[src/rtl/core/ircfd_pkg.sv]
`default_nettype none
// ----------------------------------------------------------------------------
// ircfd_pkg
// Shared types and constants for the IR climate frame decoder.
// ----------------------------------------------------------------------------
package ircfd_pkg;

	localparam int unsigned FRAME_BYTES_DEF = 13;

	localparam logic [15:0] HDR_MARK_RST   = 16'd9000;
	localparam logic [15:0] HDR_SPACE_RST  = 16'd4500;
	localparam logic [15:0] BIT_MARK_RST   = 16'd575;
	localparam logic [15:0] ONE_SPACE_RST  = 16'd1675;
	localparam logic [15:0] ZERO_SPACE_RST = 16'd550;
	localparam logic [6:0]  TOL_PCT_RST    = 7'd25;
	localparam logic [7:0]  SIGNATURE_RST  = 8'hc3;

	localparam int unsigned BOUND_W = 24;

	typedef enum logic [2:0] {
		ST_OK        = 3'd0,
		ST_HEADER    = 3'd1,
		ST_BIT       = 3'd2,
		ST_FOOTER    = 3'd3,
		ST_CHECKSUM  = 3'd4,
		ST_SIGNATURE = 3'd5
	} status_t;

	typedef enum logic [2:0] {
		MODE_OFF     = 3'd0,
		MODE_AUTO    = 3'd1,
		MODE_COOL    = 3'd2,
		MODE_DRY     = 3'd3,
		MODE_HEAT    = 3'd4,
		MODE_FAN     = 3'd5,
		MODE_UNKNOWN = 3'd6
	} ac_mode_t;

	typedef enum logic [1:0] {
		FAN_AUTO   = 2'd0,
		FAN_LOW    = 2'd1,
		FAN_MEDIUM = 2'd2,
		FAN_HIGH   = 2'd3
	} fan_t;

	typedef struct packed {
		logic        pulse_level;
		logic [15:0] pulse_us;
	} pulse_t;

	typedef struct packed {
		status_t    frame_status;
		logic       power_on;
		ac_mode_t   ac_mode;
		logic [5:0] set_temp_c;
		fan_t       fan_speed;
		logic [1:0] swing_state;
	} frame_t;

	// Scaled window bounds: a duration m fits when 100*m+99 >= lo and 100*m <= hi.
	typedef struct packed {
		logic [BOUND_W-1:0] lo;
		logic [BOUND_W-1:0] hi;
	} win_t;

	typedef struct packed {
		win_t       hdr_mark;
		win_t       hdr_space;
		win_t       bit_mark;
		win_t       one_space;
		win_t       zero_space;
		logic [7:0] signature;
	} win_set_t;

endpackage
`default_nettype wire

[src/rtl/core/ir_climate_frame_decoder_top.sv]
`default_nettype none
// ----------------------------------------------------------------------------
// ir_climate_frame_decoder_top
// Pulse-distance IR frame decoder: header, LSB-first data bytes with running
// checksum, footer; emits one status/settings transaction per frame.
// ----------------------------------------------------------------------------
//  channel   | valid        | stall        | payload
//  ----------+--------------+--------------+---------------------
//  pulse     | pulse_valid  | pulse_stall  | pulse (pulse_t)
//  frame     | frame_valid  | frame_stall  | frame (frame_t)
//  config    | APB write: psel & penable & pwrite, pready tied high
//
// One pulse per cycle while pulse_stall is low. A pulse is held in the input
// register, decoded by the phase logic; a result lands in the result register.
// pulse_stall rises only when a pulse that gives a result (a frame or an error
// status) meets a stalled, full result register; other pulses keep flowing.
// Reset returns the receiver to idle, clears bit count and checksum, and loads
// the default timing registers; bounds are registered from them.
// ----------------------------------------------------------------------------
module ir_climate_frame_decoder_top #(
	parameter int unsigned FRAME_BYTES = ircfd_pkg::FRAME_BYTES_DEF
) (
	input  wire logic                clk,
	input  wire logic                arst_n,
	input  wire logic                psel,
	input  wire logic                penable,
	input  wire logic                pwrite,
	input  wire logic [4:0]          paddr,
	input  wire logic [31:0]         pwdata,
	output logic [31:0]              prdata,
	output logic                     pready,
	input  wire logic                pulse_valid,
	output logic                     pulse_stall,
	input  wire ircfd_pkg::pulse_t   pulse,
	output logic                     frame_valid,
	input  wire logic                frame_stall,
	output ircfd_pkg::frame_t        frame
);

	localparam int unsigned BW       = ircfd_pkg::BOUND_W;
	localparam int unsigned TOTAL    = FRAME_BYTES * 8;
	localparam int unsigned BCW      = $clog2(TOTAL + 1);
	localparam int unsigned STORE    = (FRAME_BYTES > 10) ? FRAME_BYTES : 10;
	localparam int unsigned IDXW     = $clog2(STORE);
	localparam int unsigned LAST_IDX = FRAME_BYTES - 1;

	localparam logic [2:0] MCODE_AUTO = 3'b000;
	localparam logic [2:0] MCODE_COOL = 3'b001;
	localparam logic [2:0] MCODE_DRY  = 3'b010;
	localparam logic [2:0] MCODE_HEAT = 3'b100;
	localparam logic [2:0] MCODE_FAN  = 3'b110;
	localparam logic [2:0] FCODE_HIGH = 3'b001;
	localparam logic [2:0] FCODE_MED  = 3'b010;
	localparam logic [2:0] FCODE_LOW  = 3'b011;

	typedef enum logic [2:0] {
		PH_IDLE,
		PH_HDR_SPACE,
		PH_BIT_MARK,
		PH_BIT_SPACE,
		PH_FOOTER
	} phase_t;

	ircfd_pkg::win_set_t win;

	logic              pulse_vld_s1;
	ircfd_pkg::pulse_t pulse_s1;

	phase_t            phase_q, phase_nxt;
	logic [BCW-1:0]    bit_count_q;
	logic [7:0]        sum_q;
	logic [7:0]        shift_q;
	logic [7:0]        frame_mem_q [STORE];
	logic              frame_valid_q;
	ircfd_pkg::frame_t frame_q;

	logic [BW-1:0]     m100, m100_top;
	logic              in_hdr_mark, in_hdr_space, in_bit_mark, in_one, in_zero;
	logic              emit, start, bit_take, bit_val, fire, out_free;
	logic              last_bit, byte_done, pulse_take;
	logic [IDXW-1:0]   idx;
	logic [7:0]        new_byte;
	ircfd_pkg::frame_t res, done_res;
	logic [7:0]        b0, b1, b2, b4, b6, b9, b_last;

	ircfd_cfg u_cfg (
		.clk     (clk),
		.arst_n  (arst_n),
		.psel    (psel),
		.penable (penable),
		.pwrite  (pwrite),
		.paddr   (paddr),
		.pwdata  (pwdata),
		.prdata  (prdata),
		.pready  (pready),
		.win     (win)
	);

	function automatic logic fits(input logic [BW-1:0] lo_b, input logic [BW-1:0] hi_b,
			input logic [BW-1:0] v, input logic [BW-1:0] v_top);
		fits = (v_top >= lo_b) && (v <= hi_b);
	endfunction

	assign m100     = BW'(pulse_s1.pulse_us) * BW'(7'd100);
	assign m100_top = m100 + BW'(7'd99);

	assign in_hdr_mark  = fits(win.hdr_mark.lo, win.hdr_mark.hi, m100, m100_top);
	assign in_hdr_space = fits(win.hdr_space.lo, win.hdr_space.hi, m100, m100_top);
	assign in_bit_mark  = fits(win.bit_mark.lo, win.bit_mark.hi, m100, m100_top);
	assign in_one       = fits(win.one_space.lo, win.one_space.hi, m100, m100_top);
	assign in_zero      = fits(win.zero_space.lo, win.zero_space.hi, m100, m100_top);

	assign last_bit  = (bit_count_q == BCW'(TOTAL - 1));
	assign byte_done = (bit_count_q[2:0] == 3'b111);
	assign idx       = IDXW'(bit_count_q >> 3);
	assign new_byte  = {bit_val, shift_q[7:1]};

	// bytes past the frame length read as zero
	assign b0     = frame_mem_q[0];
	assign b1     = frame_mem_q[1];
	assign b2     = (FRAME_BYTES > 2) ? frame_mem_q[2] : 8'd0;
	assign b4     = (FRAME_BYTES > 4) ? frame_mem_q[4] : 8'd0;
	assign b6     = (FRAME_BYTES > 6) ? frame_mem_q[6] : 8'd0;
	assign b9     = (FRAME_BYTES > 9) ? frame_mem_q[9] : 8'd0;
	assign b_last = frame_mem_q[IDXW'(LAST_IDX)];

	always_comb begin
		done_res = '0;
		if (sum_q != b_last) begin
			done_res.frame_status = ircfd_pkg::ST_CHECKSUM;
		end else if (b0 != win.signature) begin
			done_res.frame_status = ircfd_pkg::ST_SIGNATURE;
		end else begin
			done_res.frame_status = ircfd_pkg::ST_OK;
			done_res.power_on     = b9[5];
			if (!b9[5]) begin
				done_res.ac_mode = ircfd_pkg::MODE_OFF;
			end else begin
				case (b6[7:5])
					MCODE_AUTO: done_res.ac_mode = ircfd_pkg::MODE_AUTO;
					MCODE_COOL: done_res.ac_mode = ircfd_pkg::MODE_COOL;
					MCODE_DRY:  done_res.ac_mode = ircfd_pkg::MODE_DRY;
					MCODE_HEAT: done_res.ac_mode = ircfd_pkg::MODE_HEAT;
					MCODE_FAN:  done_res.ac_mode = ircfd_pkg::MODE_FAN;
					default:    done_res.ac_mode = ircfd_pkg::MODE_UNKNOWN;
				endcase
			end
			done_res.set_temp_c = 6'(b1[7:3]) + 6'd8;
			case (b4[7:5])
				FCODE_HIGH: done_res.fan_speed = ircfd_pkg::FAN_HIGH;
				FCODE_MED:  done_res.fan_speed = ircfd_pkg::FAN_MEDIUM;
				FCODE_LOW:  done_res.fan_speed = ircfd_pkg::FAN_LOW;
				default:    done_res.fan_speed = ircfd_pkg::FAN_AUTO;
			endcase
			done_res.swing_state = {b2[7:5] != 3'b111, b1[2:0] != 3'b111};
		end
	end

	always_comb begin
		phase_nxt = phase_q;
		emit      = 1'b0;
		start     = 1'b0;
		bit_take  = 1'b0;
		bit_val   = 1'b0;
		res       = '0;
		case (phase_q)
			PH_IDLE: begin
				// spaces between frames are dropped
				if (pulse_s1.pulse_level) begin
					if (in_hdr_mark) begin
						phase_nxt = PH_HDR_SPACE;
					end else begin
						emit             = 1'b1;
						res.frame_status = ircfd_pkg::ST_HEADER;
					end
				end
			end
			PH_HDR_SPACE: begin
				if (!pulse_s1.pulse_level && in_hdr_space) begin
					phase_nxt = PH_BIT_MARK;
					start     = 1'b1;
				end else begin
					phase_nxt        = PH_IDLE;
					emit             = 1'b1;
					res.frame_status = ircfd_pkg::ST_HEADER;
				end
			end
			PH_BIT_MARK: begin
				if (pulse_s1.pulse_level && in_bit_mark) begin
					phase_nxt = PH_BIT_SPACE;
				end else begin
					phase_nxt        = PH_IDLE;
					emit             = 1'b1;
					res.frame_status = ircfd_pkg::ST_BIT;
				end
			end
			PH_BIT_SPACE: begin
				if (!pulse_s1.pulse_level && (in_one || in_zero)) begin
					bit_take  = 1'b1;
					bit_val   = in_one;
					phase_nxt = last_bit ? PH_FOOTER : PH_BIT_MARK;
				end else begin
					phase_nxt        = PH_IDLE;
					emit             = 1'b1;
					res.frame_status = ircfd_pkg::ST_BIT;
				end
			end
			PH_FOOTER: begin
				phase_nxt = PH_IDLE;
				emit      = 1'b1;
				if (pulse_s1.pulse_level && in_bit_mark) begin
					res = done_res;
				end else begin
					res.frame_status = ircfd_pkg::ST_FOOTER;
				end
			end
			default: phase_nxt = PH_IDLE;
		endcase
	end

	assign out_free    = !frame_valid_q || !frame_stall;
	assign fire        = pulse_vld_s1 && (!emit || out_free);
	assign pulse_stall = pulse_vld_s1 && !fire;
	assign pulse_take  = pulse_valid && !pulse_stall;

	always_ff @(posedge clk or negedge arst_n) begin
		if (!arst_n) begin
			pulse_vld_s1  <= 1'b0;
			phase_q       <= PH_IDLE;
			bit_count_q   <= '0;
			sum_q         <= 8'd0;
			frame_valid_q <= 1'b0;
		end else begin
			if (!pulse_vld_s1 || fire) begin
				pulse_vld_s1 <= pulse_valid;
			end
			if (fire) begin
				phase_q <= phase_nxt;
				if (start) begin
					bit_count_q <= '0;
					sum_q       <= 8'd0;
				end
				if (bit_take) begin
					bit_count_q <= bit_count_q + BCW'(1);
					if (byte_done && (idx != IDXW'(LAST_IDX))) begin
						sum_q <= sum_q + new_byte;
					end
				end
			end
			if (fire && emit) begin
				frame_valid_q <= 1'b1;
			end else if (frame_valid_q && !frame_stall) begin
				frame_valid_q <= 1'b0;
			end
		end
	end

	always_ff @(posedge clk) begin
		if (pulse_take) begin
			pulse_s1 <= pulse;
		end
		if (fire && bit_take) begin
			shift_q <= new_byte;
			if (byte_done) begin
				frame_mem_q[idx] <= new_byte;
			end
		end
		if (fire && emit) begin
			frame_q <= res;
		end
	end

	assign frame_valid = frame_valid_q;
	assign frame       = frame_q;

endmodule
`default_nettype wire

[src/rtl/core/ircfd_cfg.sv]
`default_nettype none
// ----------------------------------------------------------------------------
// ircfd_cfg
// APB register file for the timing setup and signature; turns each expected
// duration and the tolerance into registered, scaled acceptance bounds.
// ----------------------------------------------------------------------------
module ircfd_cfg (
	input  wire logic               clk,
	input  wire logic               arst_n,
	input  wire logic               psel,
	input  wire logic               penable,
	input  wire logic               pwrite,
	input  wire logic [4:0]         paddr,
	input  wire logic [31:0]        pwdata,
	output logic [31:0]             prdata,
	output logic                    pready,
	output ircfd_pkg::win_set_t     win
);

	localparam logic [2:0] REG_HDR_MARK   = 3'd0;
	localparam logic [2:0] REG_HDR_SPACE  = 3'd1;
	localparam logic [2:0] REG_BIT_MARK   = 3'd2;
	localparam logic [2:0] REG_ONE_SPACE  = 3'd3;
	localparam logic [2:0] REG_ZERO_SPACE = 3'd4;
	localparam logic [2:0] REG_TOL_PCT    = 3'd5;
	localparam logic [2:0] REG_SIGNATURE  = 3'd6;

	localparam int unsigned BW = ircfd_pkg::BOUND_W;

	logic [15:0] hdr_mark_q, hdr_space_q, bit_mark_q, one_space_q, zero_space_q;
	logic [6:0]  tol_pct_q;
	logic [7:0]  signature_q;
	logic [2:0]  reg_idx;
	logic        wr_en;
	logic [6:0]  tol_lo;
	logic [BW-1:0] lo_f, hi_f;
	ircfd_pkg::win_set_t win_q;

	assign pready  = 1'b1;
	assign reg_idx = paddr[4:2];
	assign wr_en   = psel & penable & pwrite;

	always_ff @(posedge clk or negedge arst_n) begin
		if (!arst_n) begin
			hdr_mark_q   <= ircfd_pkg::HDR_MARK_RST;
			hdr_space_q  <= ircfd_pkg::HDR_SPACE_RST;
			bit_mark_q   <= ircfd_pkg::BIT_MARK_RST;
			one_space_q  <= ircfd_pkg::ONE_SPACE_RST;
			zero_space_q <= ircfd_pkg::ZERO_SPACE_RST;
			tol_pct_q    <= ircfd_pkg::TOL_PCT_RST;
			signature_q  <= ircfd_pkg::SIGNATURE_RST;
		end else if (wr_en) begin
			case (reg_idx)
				REG_HDR_MARK:   hdr_mark_q   <= pwdata[15:0];
				REG_HDR_SPACE:  hdr_space_q  <= pwdata[15:0];
				REG_BIT_MARK:   bit_mark_q   <= pwdata[15:0];
				REG_ONE_SPACE:  one_space_q  <= pwdata[15:0];
				REG_ZERO_SPACE: zero_space_q <= pwdata[15:0];
				REG_TOL_PCT:    tol_pct_q    <= pwdata[6:0];
				REG_SIGNATURE:  signature_q  <= pwdata[7:0];
				default: ;
			endcase
		end
	end

	always_comb begin
		case (reg_idx)
			REG_HDR_MARK:   prdata = {16'd0, hdr_mark_q};
			REG_HDR_SPACE:  prdata = {16'd0, hdr_space_q};
			REG_BIT_MARK:   prdata = {16'd0, bit_mark_q};
			REG_ONE_SPACE:  prdata = {16'd0, one_space_q};
			REG_ZERO_SPACE: prdata = {16'd0, zero_space_q};
			REG_TOL_PCT:    prdata = {25'd0, tol_pct_q};
			REG_SIGNATURE:  prdata = {24'd0, signature_q};
			default:        prdata = 32'd0;
		endcase
	end

	// lower factor clamps at zero once tolerance passes 100 percent
	assign tol_lo = (tol_pct_q > 7'd100) ? 7'd100 : tol_pct_q;
	assign lo_f   = BW'(7'd100 - tol_lo);
	assign hi_f   = BW'(8'd100 + {1'b0, tol_pct_q});

	// bounds are data only; they are registered from the current register values
	always_ff @(posedge clk) begin
		win_q.hdr_mark.lo   <= BW'(hdr_mark_q)   * lo_f;
		win_q.hdr_mark.hi   <= BW'(hdr_mark_q)   * hi_f;
		win_q.hdr_space.lo  <= BW'(hdr_space_q)  * lo_f;
		win_q.hdr_space.hi  <= BW'(hdr_space_q)  * hi_f;
		win_q.bit_mark.lo   <= BW'(bit_mark_q)   * lo_f;
		win_q.bit_mark.hi   <= BW'(bit_mark_q)   * hi_f;
		win_q.one_space.lo  <= BW'(one_space_q)  * lo_f;
		win_q.one_space.hi  <= BW'(one_space_q)  * hi_f;
		win_q.zero_space.lo <= BW'(zero_space_q) * lo_f;
		win_q.zero_space.hi <= BW'(zero_space_q) * hi_f;
		win_q.signature     <= signature_q;
	end

	assign win = win_q;

endmodule
`default_nettype wire

[config.mk]
export PLATFORM = sky130hd
export DESIGN_NAME = ir_climate_frame_decoder_top
export DESIGN_NICKNAME = d
export VERILOG_FILES = /design/src/rtl/core/ircfd_pkg.sv /design/src/rtl/core/ir_climate_frame_decoder_top.sv /design/src/rtl/core/ircfd_cfg.sv
export SDC_FILE = /design/constraint.sdc
export NUM_CORES = 2
export LEC_CHECK = 0
export ABC_AREA = 1
export BUFFER_PORTS_ARGS = -buffer_cell sky130_fd_sc_hd__buf_2
export CORE_MARGIN = 2
export CORE_UTILIZATION = 45
export CTS_CLUSTER_SIZE = 40
export DETAILED_ROUTE_END_ITERATION = 7
export PLACE_DENSITY = 0.58
export RECOVER_POWER = 25
export REMOVE_ABC_BUFFERS = 1
export SLEW_MARGIN = 0
export SYNTH_ARGS = -nofsm -noshare
export SYNTH_HDL_FRONTEND = slang
export SYNTH_SLANG_ARGS = --single-unit
[constraint.sdc]
create_clock -name clk -period 9.8 [get_ports clk]
set_input_delay 1.96 -clock clk [delete_from_list [all_inputs] [get_ports clk]]
set_output_delay 1.96 -clock clk [all_outputs]
set_load 0.02 [all_outputs]
## Yosys cells after proc, flatten, opt, wreduce, memory -nomap -nowiden

Memories as Yosys holds them, arrays and structs flattened.
Index checks and enable logic that the tools add are counted.

- ROM bits: 0
- Register bits: 405
- Latch bits: 0
- Bits in writable memories: 104
- Output and inout port bits: 52
- Bits of input ports: 61
- Memories kept: 1
- Word-level logic and storage cells: 176

Memories:

| memory | words | bits a word | read ports | clocked after memory_dff | wr ports | RTL line | text |
|---|---|---|---|---|---|---|---|
| frame_mem_q | 13 | 8 | 7 | 0 | 1 | ir_climate_frame_decoder_top.sv:73 | `logic [7:0] frame_mem_q [STORE];` |

- Bitwise logic cells: 5
- Reductions and logical operators: 42
- Equal/unequal tests: 26
- Divide/modulo/power cells: 0
- $lt $le $gt $ge: 11
- Multipliers: 11
- Shift operators: 0
- Mux-type cells: 42
- Add/sub/neg operators: 6

Operator list:

| operator | number |
|---|---|
| multiplier 16 x 24 -> 24 bit | 10 |
| greater-or-equal comparator 24 bit | 5 |
| less-or-equal comparator 23 x 24 -> 1 bit | 5 |
| one-hot mux 16 bit (7 select lines) | 1 |
| one-hot mux 3 bit (5 select lines) | 2 |
| adder 23 x 7 -> 24 bit (second input constant) | 1 |
| 2-to-1 mux 8 bit | 3 |
| == test 3 x 2 -> 1 bit (second input constant) | 7 |
| == test 3 bit (second input constant) | 7 |
| multiplier 16 x 5 -> 21 bit (second input constant) | 1 |
| 2-to-1 mux 3 bit | 7 |
| 2-to-1 mux 7 bit | 3 |
| 2-to-1 mux 1 bit | 19 |
| inequality test 8 bit | 2 |
| AND reduction 2 bit | 8 |
| logical AND 1 bit | 15 |
| == test 3 x 1 -> 1 bit (second input constant) | 4 |
| one-hot mux 3 bit (4 select lines) | 1 |
| logical NOT 3 bit | 3 |
| adder 7 x 7 -> 8 bit (first input constant) | 1 |
| adder 8 bit | 1 |
| 2-to-1 mux 2 bit | 4 |
| subtractor 7 x 7 -> 8 bit (first input constant) | 1 |
| adder 7 x 1 -> 7 bit (second input constant) | 1 |
| 16 further kinds | 31 |

## Depth between registers and ports, before layout

- Depth after elaboration: 15
- Gate-level depth with buffers: 39
- Gate-level depth less buffers: 38

## By module

From an unflattened synthesis, not the netlist that was laid out.

- Cells, all modules: 8372
- Area, all modules: 64593.2 sq um

Modules (own cells, without submodules):

| module | times used | area each (sq um) | cells an instance |
|---|---|---|---|
| ircfd_cfg | 1 | 52033.7 | 6624 |
| ir_climate_frame_decoder_top | 1 | 12559.5 | 1748 |

## Worst setup path before layout

OpenSTA, ideal clock, no wires.

- Kind: flip-flop to output port
- Start point: reg pulse_s1[2] (netlist bit)
- End point: out pulse_stall
- Cell stages (with the launch flop): 28
- Data arrival time: 5.096 ns
- Buffers on the path: 0
- Path slack: 2.744 ns
- Data required time: 7.840 ns
- Cells stage by stage: edfxtp_1 ha_1 ha_1 fa_1 ha_1 xor2_1 nand2_1 nor2_1 nand2_1 nor2_1 nand2_1 nor3_2 nand4_1 nor2_1 nand4_1 nor2_1 ha_1 a21oi_1 o21ai_0 a21oi_1 nand4_1 nand2_1 nand2_1 nand2_1 nand2_1 nand3_1 nand3_1 inv_1

- Longest elaborated chain between the ends: 13

RTL lines:

| element | RTL line | text |
|---|---|---|
| start: declaration | ir_climate_frame_decoder_top.sv:67 | `ircfd_pkg::pulse_t pulse_s1;` |
| start signal: assignment | ir_climate_frame_decoder_top.sv:260 | `pulse_s1 <= pulse;` |
| multiplier 16 x 5 -> 21 bit * | ir_climate_frame_decoder_top.sv:104 | `assign m100 = BW'(pulse_s1.pulse_us) * BW'(7'd100);` |
| adder 23 x 7 -> 24 bit | ir_climate_frame_decoder_top.sv:105 | `assign m100_top = m100 + BW'(7'd99);` |
| greater-or-equal comparator 24 bit | ir_climate_frame_decoder_top.sv:101 | `fits = (v_top >= lo_b) && (v <= hi_b);` |
| logical AND 1 bit | ir_climate_frame_decoder_top.sv:101 |  |
| logical OR 1 bit | ir_climate_frame_decoder_top.sv:198 | `if (!pulse_s1.pulse_level && (in_one \|\| in_zero)) begin` |
| logical AND 1 bit | ir_climate_frame_decoder_top.sv:198 |  |
| 2-to-1 mux 1 bit | ir_climate_frame_decoder_top.sv:198 |  |
| one-hot mux 1 bit (5 select lines) * | ir_climate_frame_decoder_top.sv:166 | `case (phase_q)` |
| logical NOT 1 bit * | ir_climate_frame_decoder_top.sv:222 | `assign fire = pulse_vld_s1 && (!emit \|\| out_free);` |
| logical OR 1 bit * | ir_climate_frame_decoder_top.sv:222 |  |
| logical AND 1 bit * | ir_climate_frame_decoder_top.sv:222 |  |
| logical NOT 1 bit * | ir_climate_frame_decoder_top.sv:223 | `assign pulse_stall = pulse_vld_s1 && !fire;` |
| logical AND 1 bit * | ir_climate_frame_decoder_top.sv:223 |  |
| end: declaration | ir_climate_frame_decoder_top.sv:33 | `output logic pulse_stall,` |

Every way passes the cells marked *; elsewhere a longest branch is shown, timed or not.

## Worst setup path after layout

- Start point: reg u_cfg.tol_pct_q[2]
- End point: reg u_cfg.win_q, in the netlist u_cfg.win[55]

- Longest elaborated chain between the ends: 4

RTL lines:

| element | RTL line | text |
|---|---|---|
| start: declaration | ircfd_cfg.sv:31 | `logic [6:0] tol_pct_q;` |
| start signal: assignment | ircfd_cfg.sv:50 | `tol_pct_q <= ircfd_pkg::TOL_PCT_RST;` |
| start signal: assignment | ircfd_cfg.sv:59 | `REG_TOL_PCT: tol_pct_q <= pwdata[6:0];` |
| greater-than comparator 7 bit | ircfd_cfg.sv:80 | `assign tol_lo = (tol_pct_q > 7'd100) ? 7'd100 : tol_pct_q;` |
| 2-to-1 mux 7 bit * | ircfd_cfg.sv:80 |  |
| subtractor 7 x 7 -> 8 bit * | ircfd_cfg.sv:81 | `assign lo_f = BW'(7'd100 - tol_lo);` |
| multiplier 16 x 24 -> 24 bit * | ircfd_cfg.sv:94 | `win_q.zero_space.lo <= BW'(zero_space_q) * lo_f;` |
| end: declaration | ircfd_cfg.sv:37 | `ircfd_pkg::win_set_t win_q;` |

Marked as above.
A chain may end at the register's enable or synchronous reset.

==> impl_metrics.json <==
{
  "place_inst": 10200,
  "cts_sinks": 438,
  "grt_start_max_net_pins": 64,
  "syn_area_um2": 69100,
  "synth_cells": 8256,
  "postRouteAntennaNets": 0,
  "cts_resized": 0,
  "cts_hold_buf": 0,
  "cts_root_buffer": "clkbuf_16",
  "critPathArrivalTime_ps": 10130,
  "area_growth_pct": 7.58,
  "hold_violations": 0,
  "clk_pin_slew_ps": 60,
  "synth.distinct_cells": 56,
  "h-tree-depth": 2,
  "ioPinCount": 113,
  "crit_type": "reg2reg",
  "dieWidth_um": 396,
  "rsz0062_at_grt": "false",
  "critPathLaunchType": "register",
  "start_util_pct": 45.4,
  "outcome": "complete, but fails checks",
  "maxCapViolCount": 5,
  "drive_gt1_share_pct": 4.54,
  "synth_edf_count": 75,
  "cp_data_required_time_ps": 10380,
  "die-area_um2": 157000,
  "worst-path-max-fanout": 44,
  "antenna_found_initial": 29,
  "critPathMostFrequentCell": "fa_1",
  "layout_setup_ws_ps": 250,
  "avgRoutedWirePerCell_um": 20.0,
  "grt-ovfl-total": 0,
  "period_minus_slack_ps": 9550,
  "synthFlopType": "dfxtp_1",
  "first_pass_iters": 6,
  "gp_congestion": 0.963,
  "worst-slew-pin-transition_ps": 4170,
  "cts_buffers": 59,
  "clockBufferDepth": 3,
  "fin_util_pct": 48.8,
  "final.setup.tns_ps": 0,
  "fin_nets": 10300,
  "clock_latency_ps": 700,
  "avgSynthCellArea_um2": 8.37,
  "crit_family": "adder cells",
  "violations": "capacitance limit, slew limit",
  "grt_pass1_wl_mm": 322,
  "fin_worst_skew_ps": 51.7,
  "core_um2": 152000,
  "critPathMaxStageDelay_ps": 860,
  "drt-initial-drc-count": 4381,
  "dpl.hpwl_mm": 164,
  "numPortBuffers": 77,
  "synth-seq-area-share_pct": 14.7,
  "fin_crit_sh_pct": 97.5,
  "viasPerCell": 5.21,
  "path_buf_inv": 8,
  "end_kind": "register",
  "dp_slack_ps": 588,
  "totalWireLength_mm": 208,
  "yosys_warnings": 0,
  "grt_use_total_pct": 27.2,
  "finalNonFillerCells": 10400,
  "fmax_ghz": 0.105,
  "relSlewSlack_pct": -178,
  "drv_slew": 233,
  "via_count": 54000,
  "hold_path_class": "reg2reg",
  "grt_pass1_vias": 54700,
  "die_h_um": 396,
  "drc": 0,
  "setup_viol": 0,
  "row_count": 143,
  "synth-seq-cells": 438,
  "crit_path_top_delay_cell": "dfrtp_4",
  "async_flop_share_pct": 26.3,
  "cts_tree": "built"
}
==> stage by stage <==
stage	instance area [µm²]	hold WS, ps
detailed placement	72100	360
global route	74300	378
global placement	72100	361
floorplan	68000	347
finish	74300	369
CTS	74300	367
==> worst register-to-register path, delay by kind of cell (launching register included) <==
kind	cells	cell delay, ps
AO/OA/AOI/OAI	1	150
AND/OR/NAND/NOR	14	3200
XOR/XNOR	1	140
adder cells (fa/ha/maj)	9	3810
buffers and inverters	8	1260
flip-flops	1	860
==> cells in the mapped netlist (all sizes together), types with 3 or more instances <==
| library cell | number | area share, % |
|---|---|---|
| dfstp | 34 | 1.3 |
| nor4 | 14 | 0.13 |
| o21bai | 15 | 0.16 |
| nand3b | 8 | 0.087 |
| o21ai | 222 | 1.6 |
| nand4 | 58 | 0.53 |
| a221oi | 5 | 0.063 |
| or2 | 4 | 0.036 |
| nor2 | 741 | 4.0 |
| o221ai | 16 | 0.20 |
| dfxtp | 248 | 7.2 |
| inv | 1991 | 11 |
| a21o | 29 | 0.32 |
| a21oi | 319 | 2.3 |
| a211oi | 6 | 0.065 |
| xor2 | 181 | 2.3 |
| nor3 | 35 | 0.27 |
| xnor2 | 112 | 1.4 |
| o31ai | 8 | 0.087 |
| o2111ai | 3 | 0.038 |
| clkinv | 10 | 0.054 |
| o21a | 11 | 0.12 |
| dfrtp | 81 | 2.9 |
| a31oi | 27 | 0.24 |
| edfxtp | 75 | 3.3 |
| nand2 | 1583 | 8.6 |
| fa | 1187 | 34 |
| o211ai | 18 | 0.20 |
| o22ai | 20 | 0.18 |
| ha | 787 | 14 |
| nand3 | 136 | 0.98 |
| buf | 82 | 0.72 |
| clkbuf | 176 | 0.96 |
==> kinds of logic (layout without fill, tap and decap cells) <==
family / after synthesis / in the layout / synth area share (%)
simple gates: 2585 / 2585 / 14.7
other cells: 2 / 25 / 0.0109
fa+ha+maj: 1974 / 1974 / 48.6
xor+xnor: 293 / 293 / 3.71
compound gates: 705 / 705 / 5.67
flops: 438 / 438 / 14.7
buf+inv: 2259 / 2319 / 12.6
==> worst paths after layout <==
path,startpoint,end,slack [ps],depth (start not counted)
max in group asynchronous,arst_n,u_cfg.tol_pct_q[2],1710,2
hold reg to reg,u_cfg.signature_q[2],u_cfg.win[2],370,0
setup reg to reg,u_cfg.tol_pct_q[2],u_cfg.win[55],250,33
min in group asynchronous,arst_n,frame_valid,2710,1
hold / removal,u_cfg.signature_q[2],u_cfg.win[2],370,0
setup / recovery,u_cfg.tol_pct_q[2],u_cfg.win[55],250,33
==> layout by cell type (no fill, tap or decap), types with 7 or more instances in the layout <==
cell type  instances
a21oi_1          319
conb_1            17
o211ai_1          18
nand3_1          135
clkbuf_1          11
dfrtp_1           79
nand4_1           58
dfstp_2           30
clkbuf_8          13
clkinv_2           9
dfxtp_1          248
xor2_1           179
nor2_2             7
o21bai_1          15
bufinv_16         11
nand3b_1           8
buf_12             8
diode_2            8
o221ai_1          16
o21a_1            11
fa_1            1187
buf_2             75
a21o_1            29
edfxtp_1          75
nand2_1         1575
nor4_1            14
o22ai_1           20
a31oi_1           27
nor3_1            33
xnor2_1          111
clkinv_1          10
buf_4            117
inv_1           1980
o21ai_0          221
nor2_1           733
clkbuf_16         61
ha_1             785
inv_2              8
o31ai_1            8
==> metal layers <==
layer	global-route usage (%)	wire (µm)
met1	37.6	88200
met2	41.6	90400
met3	5.71	19000
met4	10.8	9770
met5	0	124
==> flip-flops by register name, summed over array words and instances (netlist names) <==
signal and count:
bit_count_q 7, frame 17, frame_mem_q 34, frame_valid 1, phase_q 3, pulse_s1 17, pulse_vld_s1 1, shift_q 7
sum_q 8, u_cfg.bit_mark_q 16, u_cfg.hdr_mark_q 16, u_cfg.hdr_space_q 16, u_cfg.one_space_q 16, u_cfg.signature_q 8, u_cfg.tol_pct_q 7, u_cfg.win 248
u_cfg.zero_space_q 16
==> final cells by class <==
type | instances | area [µm²]
Fill cell | 14800 | 77900
Multi-Input combinational cell | 5574 | 50400
Sequential cell | 438 | 10100
Inverter | 2001 | 7520
Tap cell | 2030 | 2540
Clock buffer | 81 | 1740
Timing Repair Buffer | 206 | 1440
Clock inverter | 31 | 508
Antenna cell | 8 | 20.0
==> timing repair <==
item / 4_1_cts / 5_1_grt
buffers inserted: 0 / 3
endpoints found under the hold margin: 0 / 0
setup endpoints to repair: 0 / 1
Power is left out: the tool's default activity adds up to more than one toggle a clock period on the data nets, which glitch-free logic cannot reach.
